### config.mk
export PLATFORM = sky130hd
export DESIGN_NAME = pdu_crc32_protect_check_unit
export DESIGN_NICKNAME = d
export VERILOG_FILES = /design/src/hw/rtl/pcrc_pkg.sv /design/src/hw/rtl/pcrc_in_reg.sv /design/src/hw/rtl/pcrc_core.sv /design/src/hw/rtl/pcrc_out_reg.sv /design/src/hw/rtl/pdu_crc32_protect_check_unit.sv
export SDC_FILE = /design/constraint.sdc
export NUM_CORES = 1
export LEC_CHECK = 0
export BUFFER_PORTS_ARGS = -buffer_cell sky130_fd_sc_hd__buf_2
export CAP_MARGIN = 30
export CORE_MARGIN = 2
export CORE_UTILIZATION = 56
export DETAILED_ROUTE_END_ITERATION = 16
export PLACE_DENSITY = 0.75
export REMOVE_ABC_BUFFERS = 1
export SYNTH_ARGS = -nofsm -noshare
export SYNTH_HDL_FRONTEND = slang
export SYNTH_SLANG_ARGS = --single-unit
export TNS_END_PERCENT = 30
### constraint.sdc
create_clock -name clk_i -period 3.9 [get_ports clk_i]
set_input_delay 0.195 -clock clk_i [delete_from_list [all_inputs] [get_ports clk_i]]
set_output_delay 0.195 -clock clk_i [all_outputs]
set_load 0.01 [all_outputs]
### src/hw/rtl/pcrc_pkg.sv
// pcrc_pkg: word types and the byte-wide crc-32 update shared by the
// checksum protect/check block. No dependencies.

package pcrc_pkg;

  localparam logic [31:0] CrcPoly    = 32'hEDB88320;
  localparam logic [2:0]  FieldBytes = 3'd4;

  typedef struct packed {
    logic [7:0] data_byte;
    logic       last;
  } pcrc_in_t;

  typedef struct packed {
    logic [31:0] crc_value;
    logic        crc_match;
    logic        too_short;
  } pcrc_out_t;

  // reflected crc-32, one byte, lsb first
  function automatic logic [31:0] crc_byte(input logic [31:0] crc, input logic [7:0] b);
    logic [31:0] c;
    c = crc ^ {24'd0, b};
    for (int i = 0; i < 8; i++) begin
      c = c[0] ? ((c >> 1) ^ CrcPoly) : (c >> 1);
    end
    return c;
  endfunction

endpackage

### src/hw/rtl/pcrc_in_reg.sv
// pcrc_in_reg: input register of the checksum block.
// Uses pcrc_pkg for the input word type.

module pcrc_in_reg (
  input  logic              clk_i,
  input  logic              rst_ni,
  input  logic              in_valid_i,
  output logic              in_ready_o,
  input  pcrc_pkg::pcrc_in_t in_data_i,
  input  logic              advance_i,
  output logic              valid_o,
  output pcrc_pkg::pcrc_in_t data_o
);
  import pcrc_pkg::*;

  logic     valid_q, valid_d;
  pcrc_in_t data_q;

  // a word may enter when the register is empty or the held one leaves in the same cycle
  assign in_ready_o = !valid_q || advance_i;
  assign valid_d    = in_valid_i || (valid_q && !advance_i);

  always_ff @(posedge clk_i or negedge rst_ni) begin
    if (!rst_ni) begin
      valid_q <= 1'b0;
    end else begin
      valid_q <= valid_d;
    end
  end

  always_ff @(posedge clk_i) begin
    if (in_valid_i && in_ready_o) begin
      data_q <= in_data_i;
    end
  end

  assign valid_o = valid_q;
  assign data_o  = data_q;

endmodule

### src/hw/rtl/pcrc_core.sv
// pcrc_core: field capture, running crc and result forming, one byte per cycle
// while no final byte waits for room. Uses pcrc_pkg for word types and crc update.

module pcrc_core (
  input  logic               clk_i,
  input  logic               rst_ni,
  input  logic               valid_i,
  input  pcrc_pkg::pcrc_in_t  data_i,
  input  logic               out_free_i,
  output logic               advance_o,
  output logic               result_valid_o,
  output pcrc_pkg::pcrc_out_t result_o
);
  import pcrc_pkg::*;

  logic [31:0] crc_q, crc_d, crc_next;
  logic [31:0] field_q, field_d, field_next;
  logic [2:0]  hdr_cnt_q, hdr_cnt_d, hdr_cnt_next;
  logic        in_header;

  // a non-final byte gives no result, so only the final one waits for room
  assign advance_o      = valid_i && (!data_i.last || out_free_i);
  assign result_valid_o = advance_o && data_i.last;
  assign in_header      = hdr_cnt_q < FieldBytes;

  always_comb begin
    crc_next     = crc_q;
    field_next   = field_q;
    hdr_cnt_next = hdr_cnt_q;
    if (in_header) begin
      field_next[{hdr_cnt_q[1:0], 3'b000} +: 8] =
        field_q[{hdr_cnt_q[1:0], 3'b000} +: 8] | data_i.data_byte;
      hdr_cnt_next = hdr_cnt_q + 3'd1;
    end else begin
      crc_next = crc_byte(crc_q, data_i.data_byte);
    end
  end

  always_comb begin
    result_o = '0;
    if (hdr_cnt_next < FieldBytes) begin
      result_o.too_short = 1'b1;
    end else begin
      result_o.crc_value = crc_next;
      result_o.crc_match = (crc_next == field_next);
    end
  end

  always_comb begin
    crc_d     = crc_q;
    field_d   = field_q;
    hdr_cnt_d = hdr_cnt_q;
    if (advance_o) begin
      if (data_i.last) begin
        crc_d     = '0;
        field_d   = '0;
        hdr_cnt_d = '0;
      end else begin
        crc_d     = crc_next;
        field_d   = field_next;
        hdr_cnt_d = hdr_cnt_next;
      end
    end
  end

  always_ff @(posedge clk_i or negedge rst_ni) begin
    if (!rst_ni) begin
      crc_q     <= '0;
      field_q   <= '0;
      hdr_cnt_q <= '0;
    end else begin
      crc_q     <= crc_d;
      field_q   <= field_d;
      hdr_cnt_q <= hdr_cnt_d;
    end
  end

  a_hdr_cnt_range: assert property (@(posedge clk_i) disable iff (!rst_ni)
    hdr_cnt_q <= FieldBytes)
    else $error("header count past field length");

  a_clear_after_last: assert property (@(posedge clk_i) disable iff (!rst_ni)
    result_valid_o |=> (hdr_cnt_q == '0) && (crc_q == '0) && (field_q == '0))
    else $error("state not cleared after final byte");

  a_short_fields_zero: assert property (@(posedge clk_i) disable iff (!rst_ni)
    result_valid_o && result_o.too_short |-> (result_o.crc_value == '0) && !result_o.crc_match)
    else $error("short unit with nonzero crc fields");

  a_crc_idle_in_header: assert property (@(posedge clk_i) disable iff (!rst_ni)
    advance_o && !data_i.last && in_header |=> crc_q == '0)
    else $error("crc moved while capturing the field");

endmodule

### src/hw/rtl/pcrc_out_reg.sv
// pcrc_out_reg: result register of the checksum block.
// Uses pcrc_pkg for the result word type.

module pcrc_out_reg (
  input  logic               clk_i,
  input  logic               rst_ni,
  input  logic               load_i,
  input  pcrc_pkg::pcrc_out_t data_i,
  output logic               free_o,
  output logic               out_valid_o,
  input  logic               out_ready_i,
  output pcrc_pkg::pcrc_out_t out_data_o
);
  import pcrc_pkg::*;

  logic      valid_q, valid_d;
  pcrc_out_t data_q;

  assign free_o  = !valid_q || out_ready_i;
  assign valid_d = load_i || (valid_q && !out_ready_i);

  always_ff @(posedge clk_i or negedge rst_ni) begin
    if (!rst_ni) begin
      valid_q <= 1'b0;
    end else begin
      valid_q <= valid_d;
    end
  end

  always_ff @(posedge clk_i) begin
    if (load_i) begin
      data_q <= data_i;
    end
  end

  assign out_valid_o = valid_q;
  assign out_data_o  = data_q;

endmodule

### src/hw/rtl/pdu_crc32_protect_check_unit.sv
// pdu_crc32_protect_check_unit: top level of the checksum protect/check block.
// Depends on pcrc_pkg, pcrc_in_reg, pcrc_core and pcrc_out_reg.
//
// Usage:
//   The input channel (in_valid_i/in_ready_o/in_data_i) takes one byte of a
//   serialised data unit per word, with last set on the final byte. The first
//   four bytes are the little-endian checksum field; every later byte runs
//   through a reflected crc-32 (poly 0xEDB88320, seed 0, no final xor).
//   The output channel (out_valid_o/out_ready_i/out_data_o) carries one word
//   per unit: the computed crc, a match flag against the captured field, and
//   too_short for units under four bytes (crc and match then read 0).
//   Throughput is one byte per cycle when no final byte waits for room,
//   bounded by the byte-wide crc update between the input register and the
//   result register, which holds each unit's result and drives out_valid_o.
//   Reset clears both valid flags, the running crc, the captured field and
//   the header count; the block then takes a byte on the next edge.
//   A stalled receiver holds the result; non-final bytes keep flowing, and a
//   final byte waits in the input register until the result register frees.

module pdu_crc32_protect_check_unit (
  input  logic               clk_i,
  input  logic               rst_ni,
  input  logic               in_valid_i,
  output logic               in_ready_o,
  input  pcrc_pkg::pcrc_in_t  in_data_i,
  output logic               out_valid_o,
  input  logic               out_ready_i,
  output pcrc_pkg::pcrc_out_t out_data_o
);
  import pcrc_pkg::*;

  logic      stage_valid;
  pcrc_in_t  stage_data;
  logic      advance;
  logic      out_free;
  logic      result_valid;
  pcrc_out_t result;

  pcrc_in_reg u_in_reg (
    .clk_i      (clk_i),
    .rst_ni     (rst_ni),
    .in_valid_i (in_valid_i),
    .in_ready_o (in_ready_o),
    .in_data_i  (in_data_i),
    .advance_i  (advance),
    .valid_o    (stage_valid),
    .data_o     (stage_data)
  );

  pcrc_core u_core (
    .clk_i          (clk_i),
    .rst_ni         (rst_ni),
    .valid_i        (stage_valid),
    .data_i         (stage_data),
    .out_free_i     (out_free),
    .advance_o      (advance),
    .result_valid_o (result_valid),
    .result_o       (result)
  );

  pcrc_out_reg u_out_reg (
    .clk_i       (clk_i),
    .rst_ni      (rst_ni),
    .load_i      (result_valid),
    .data_i      (result),
    .free_o      (out_free),
    .out_valid_o (out_valid_o),
    .out_ready_i (out_ready_i),
    .out_data_o  (out_data_o)
  );

endmodule

; Word-level counts from Yosys, hierarchy flattened
; Cells that the tools add are included.
[totals]
word_cells = 59
out_inout_bits = 36
ff_bits = 112
input_bits = 13
[classes]
muxes = 16
n_reduce_logical = 15
addsub = 2
n_eq_ne = 1
shifts = 3
order_cmp = 2
bitwise = 10
[ops]
columns = operator, n
row1 = 32-bit 2-to-1 mux, 12
row2 = 13-bit inverter with 14-bit output, 8
row3 = 32-bit bitwise mux, 1
row4 = 32-bit equality test, 1
row5 = "8-bit by 7-bit variable shift with 32-bit output, first input constant", 1
row6 = 32-bit by 6-bit indexed part select with 8-bit output, 1
row7 = 8-bit by 7-bit indexed part select with 32-bit output, 1
row8 = 32-bit by 8-bit bitwise XOR with 32-bit output, 1
row9 = 8-bit bitwise OR, 1
row10 = 5-bit negator with 7-bit output, 1
row11 = "3-bit less-than comparator, second input constant", 2
row12 = 3-bit 2-to-1 mux, 2
row13 = 1-bit logical AND, 5
row14 = 1-bit zero test, 5
row15 = 1-bit logical OR, 5
row16 = "3-bit by 1-bit adder with 3-bit output, second input constant", 1
row17 = 1-bit 2-to-1 mux, 1

; Depth between registers and ports, before layout
[logic_depth]
ltp_word = 19
depth_mapped = 13
depth_no_buf = 10

; Modules after synthesis
; From an unflattened synthesis, not the netlist that was laid out.
[hier_totals]
cells_unflattened = 682
area_unflattened_um2 = 6934.2
[by_module_without_submodules]
columns = module, cells_per_inst, seq_area_each_um2, area_each_um2, instances
row1 = pcrc_core, 632, 1676.6, 5541.6, 1
row2 = pcrc_out_reg, 37, 1046.0, 1068.5, 1
row3 = pcrc_in_reg, 13, 295.3, 324.1, 1

; Worst setup path after synthesis
; Ideal clock, no wire load.
[synth_timing]
path_type = register to register
start = register u_core.hdr_cnt_q[0]
end = register u_out_reg.data_q (netlist bit u_out_reg.out_data_o[1]) (data pin)
path_buffers = 2
setup_ns = 0.170
period_less_slack_ns = 3.208
path_slack_ns = 0.692
t_required_ns = 3.730
path_stages_with_launch = 13
arrival_ns = 3.039
cell_sequence = dfrtp_1 > buf_6 > buf_2 > inv_2 > ha_1 > nor2_1 > and4_1 > a22oi_1 > a221o_1 > a2111oi_2 > a31oi_1 > or4_1 > nor4_2
[synth_via]
elab_chain_len = 6
word_cells_on_any_way = 13
classes_between = add/sub: 2 / order compare: 2 / eq/ne: 1 / shift: 3 / mux: 4 / bitwise: 1
[synth_lines]
columns = item, line_no
row1 = "start, declared", pcrc_core.sv:18  ; logic [2:0] hdr_cnt_q, hdr_cnt_d, hdr_cnt_next;
row2 = "start signal, assigned", pcrc_core.sv:74  ; hdr_cnt_q <= hdr_cnt_d;
row3 = 32-bit by 6-bit indexed part select with 8-bit output, pcrc_core.sv:32  ; field_q[{hdr_cnt_q[1:0], 3'b000} +: 8] | data_i.data_byte;
row4 = 8-bit bitwise OR, pcrc_core.sv:32
row5 = 8-bit by 7-bit indexed part select with 32-bit output, pcrc_core.sv:31  ; field_next[{hdr_cnt_q[1:0], 3'b000} +: 8] =
row6 = 32-bit bitwise mux, pcrc_core.sv:31
row7 = 32-bit 2-to-1 mux, pcrc_core.sv:30  ; if (in_header) begin
row8 = 32-bit equality test, pcrc_core.sv:45  ; result_o.crc_match = (crc_next == field_next);
row9 = "end signal, assigned", pcrc_out_reg.sv:32  ; data_q <= data_i;
row10 = "end, declared", pcrc_out_reg.sv:17  ; pcrc_out_t data_q;
; Parallel ways exist; a longest one is shown, timed or not.
; A chain may end at the register's enable or synchronous reset.

; Final worst setup path
; Ends and elaborated chain as after synthesis.

==> impl_summary.md <==
Status
The run finished, with violations left. The final reports fail on hold timing.

Final layout
The count of antenna diodes in the layout is 0. For this run, the share of the core covered by cells in the final layout is 63.3%. In the final design database the tool counted 712 nets. The cell area after layout is 7510 µm². Cells with a size suffix above 1 make up 17.0% of the layout. Compared with the post-synthesis result, the final layout area differs by 11.7%. Excluding fillers, the count of instances in the completed layout stands at 845.

Setup path
The most critical setup path has its startpoint at u_core.hdr_cnt_q[0]. STA classifies the critical path startpoint as a flip-flop. The data required time at the worst endpoint is 4110 ps. The worst setup slack for register-to-register paths is 660 ps. The nature of the critical path endpoint is a flip-flop.

The arrival time at the worst endpoint is 3440 ps. The critical path start-end classification is reg2reg. The signal on the critical path passes through inv_2, ha_1, nor2_1, nand4_1, o21ai_0, o221ai_1, a2111oi_2, a31oi_1, or4_1, nor4_2. The critical path runs through a total of 10 cells. The cell with the largest stage delay on the worst path is sky130_fd_sc_hd__or4_1. The longest individual stage delay on the worst path is 570 ps. The endpoint of the lowest-slack register-to-register path is u_out_reg.out_data_o[1].

The cell family contributing the most delay on the critical path is simple AND/OR/NAND/NOR gates. The launching point of the worst reg2reg path is u_core.hdr_cnt_q[0]. The end point of the critical path is u_out_reg.out_data_o[1]. The number of buffer and inverter instances along the worst setup path is 1. The count of cells along the worst register-to-register path is 10. Of all nets on the critical path, the largest fanout is 8.

CTS
TritonCTS built the clock tree. The cell sitting at the root of the clock tree is a sky130_fd_sc_hd__clkbuf_16. The clock net in this run drives a total of 112 sinks. After clock tree synthesis, the clock-pin slew on the worst setup and hold paths is 80 ps. The number of buffers on the longest clock path is 2.

In this run the number of H-tree levels came out at 3. The number of buffers inserted by post-CTS setup repair is 0. The clock reaches the later pin of the worst-skew pair after 370 ps. The number of buffers added by the clock tree synthesis step is 9.

Die
The placement row count is 40. The die area is 12900 µm². 49 I/O pins were placed. The floorplan step set the die height to 114 µm.

For this configuration, the core starts out at a cell density of 56.7%. The chip width is 114 µm. The floorplan step defined a core boundary enclosing 11900 µm².

Drt
The sum of routed wire length over all layers is 19.6 mm. The post-route antenna net violation count is 0. The post-detailed-route via-to-cell ratio is 6.25. The final routed wire length divided by cell count is 23.2 µm. The detailed router placed 5278 vias in this run. The DRC violation count after routing is 0.

The starting DRC count in detailed routing is 551. The count of TritonRoute iterations in the first routing pass is 5.

GRT
The total routing resource utilization after global routing is 31.6%. Entering global routing, the biggest net connects 48 pins. The number of global-route vias before repair is 5180. The initial antenna violation count is 0. The wire length of the first global-routing pass is 30.2 mm. Summed over all layers, the global routing overflow is 0.

Power and ir drop
The share of total power in sequential cells is 29.7%. The clock network accounts for 14.4% of the total power. For this design the static power due to leakage is 2.96 nW.

The proportion of power drawn by combinational gates is 55.9%. The total net switching power is 0.00273 W. The net switching share of the total power is 44.9%. The internal power of the cells is 0.00335 W. In this run the power density over the cells is 810 nW/µm². IR analysis of the VDD net gives a maximum drop of 399 µV.

Placed design
The port buffer count is 48. In this run the cell area measured after placement is 7180 µm². Detailed placement finished with a half-perimeter wire length of 14.5 mm. The worst slack after detailed placement is 692 ps. The congestion estimate from routability-driven global placement came to 0.990. The number of cells after detailed placement is 824.

STA
Hold timing on the final database bottoms out at a slack of -39.4 ps. Static timing analysis puts the maximum clock frequency at 309 MHz. The share of the clock period used by the worst path after layout is 83.1%.

The worst setup skew after layout is 11.9 ps. Setup violations remaining at the end of the flow were counted as 0. The setup slack after layout is 661 ps. Setup repair after global routing left no endpoint under its margin. Measured against its own limit, the worst slew margin works out to 36.0%. The measured slew at the worst slew-check pin is 960 ps. For the finished layout, the period the worst path requires is 3240 ps.

After routing, the total negative slack on setup checks comes to 0 ps. The number of endpoints with negative hold slack in the final report is 32. The number of pins exceeding their max-slew limit in the final report is 0.

Yosys
The most used flip-flop cell after synthesis is sky130_fd_sc_hd__dfrtp_1. In this run, synthesis inferred 43 flip-flops with an integrated enable. Ranked by instance count, the synthesized netlist is headed by sky130_fd_sc_hd__nand2_1, sky130_fd_sc_hd__o21ai_0, sky130_fd_sc_hd__dfrtp_1.

The Yosys step of the flow raised 0 warnings. Ranked by total cell area, the synthesized netlist is headed by sky130_fd_sc_hd__dfrtp_1, sky130_fd_sc_hd__edfxtp_1, sky130_fd_sc_hd__xnor2_1. The share of the Yosys chip area taken by registers is 44.9%.

The cell area after synthesis is 6730 µm². The unique cell type count in the Yosys netlist is 61. The gate count after technology mapping is 640. The cell with the most instances after synthesis is sky130_fd_sc_hd__nand2_1.

The share of the synthesized area in the top cell type is 25.7%. Of all cell types, the one taking the most synthesized area is sky130_fd_sc_hd__dfrtp_1. The number of register bits inferred by synthesis is 112. The share of flip-flops with an asynchronous set or reset after synthesis is 61.6%.

A synthesized cell averages 10.5 µm².

Job
The tool flagged a number of max-cap violations equal to 0.

Hold path
The min-delay analysis places its worst path in the category in2async.
==> power groups by stage <==
stage	combinational [W]	clock [W]	sequential, W
after floorplan	0.00234	0	0.00180
after global placement	0.00332	0	0.00181
after detailed placement	0.00333	0	0.00182
after CTS	0.00335	0.000887	0.00180
after global routing	0.00365	0.000924	0.00183
final	0.00340	0.000876	0.00181
==> kinds of logic after synthesis <==
kind of cell,Yosys count,share of synthesized area [%]
and+or+nand+nor,174,12.0
adders and majority gates,6,1.12
muxes,32,5.90
xor gates and xnor gates,92,16.5
AOI/OAI and AO/OA,175,16.7
DFF,112,44.9
buffers and inverters,49,2.96
==> sequential cells by signal, summed over array words and instances (netlist names) <==
| signal | count |
|---|---|
| u_in_reg.data_o | 9 |
| u_in_reg.valid_o | 1 |
| u_core.field_q | 32 |
| u_out_reg.out_valid_o | 1 |
| u_out_reg.out_data_o | 34 |
| u_core.hdr_cnt_q | 3 |
| u_core.crc_q | 32 |
==> worst min-delay path by stage <==
stage	end	slack, ps	startpoint
3_5_place_dp	u_in_reg.data_o[0]	370	in_data_i[0]
3_3_place_gp	u_core.crc_q[25]	370	rst_ni
5_1_grt	u_in_reg.data_o[8]	5	in_data_i[8]
6_report	u_core.crc_q[22]	-40	rst_ni
4_1_cts	u_core.field_q[29]	0.03	rst_ni
2_1_floorplan	u_core.crc_q[0]	-100	rst_ni
==> layer usage <==
layer,track usage [%],wire [µm],up-vias
met3,5.21,1390,34
met2,51.3,9430,252
met4,10.6,415,0
li1,-,-,2399
met5,0,0,-
met1,43.8,8410,2593
==> layout by cell type, fill, tap and decap left out, types with 5 or more instances in the layout <==
master,Yosys,layout
sky130_fd_sc_hd__nand2_1,82,82
sky130_fd_sc_hd__o21ai_0,78,78
sky130_fd_sc_hd__dfrtp_1,69,68
sky130_fd_sc_hd__buf_2,6,48
sky130_fd_sc_hd__xnor2_1,46,46
sky130_fd_sc_hd__nor2_1,46,45
sky130_fd_sc_hd__edfxtp_1,43,43
sky130_fd_sc_hd__a22oi_1,27,27
sky130_fd_sc_hd__mux2i_1,25,25
sky130_fd_sc_hd__xor2_1,22,22
sky130_fd_sc_hd__buf_4,0,21
sky130_fd_sc_hd__inv_1,16,16
sky130_fd_sc_hd__a21boi_0,16,16
sky130_fd_sc_hd__o22ai_1,13,13
sky130_fd_sc_hd__xnor2_2,9,9
sky130_fd_sc_hd__clkbuf_16,0,9
sky130_fd_sc_hd__nand2b_1,8,8
sky130_fd_sc_hd__xnor3_1,7,7
sky130_fd_sc_hd__a21oi_1,7,7
sky130_fd_sc_hd__xnor2_4,6,6
sky130_fd_sc_hd__mux4_2,6,6
sky130_fd_sc_hd__ha_1,6,6
sky130_fd_sc_hd__or2_2,5,5
==> per-stage QoR <==
stage                     power [W]  hold slack (ps)
after floorplan             0.00414             -101
after global placement      0.00513              371
after detailed placement    0.00515              373
after CTS                   0.00603           0.0331
after global routing        0.00640             4.76
final                       0.00608            -39.4
==> what timing repair did <==
item,in CTS,in global routing
gates resized for setup,0,0
hold buffers,4,0
hold endpoints to repair,4,0
==> area by class of cell <==
class | instances | area (µm²)
clock buffers | 9 | 225
clock inverters | 7 | 45.0
fillers | 971 | 4350
inverters | 17 | 63.8
multi-input cells | 479 | 3520
flip-flops and latches | 112 | 3020
well taps | 147 | 184
repair buffers | 74 | 458
(Power assumes the default switching activity.)
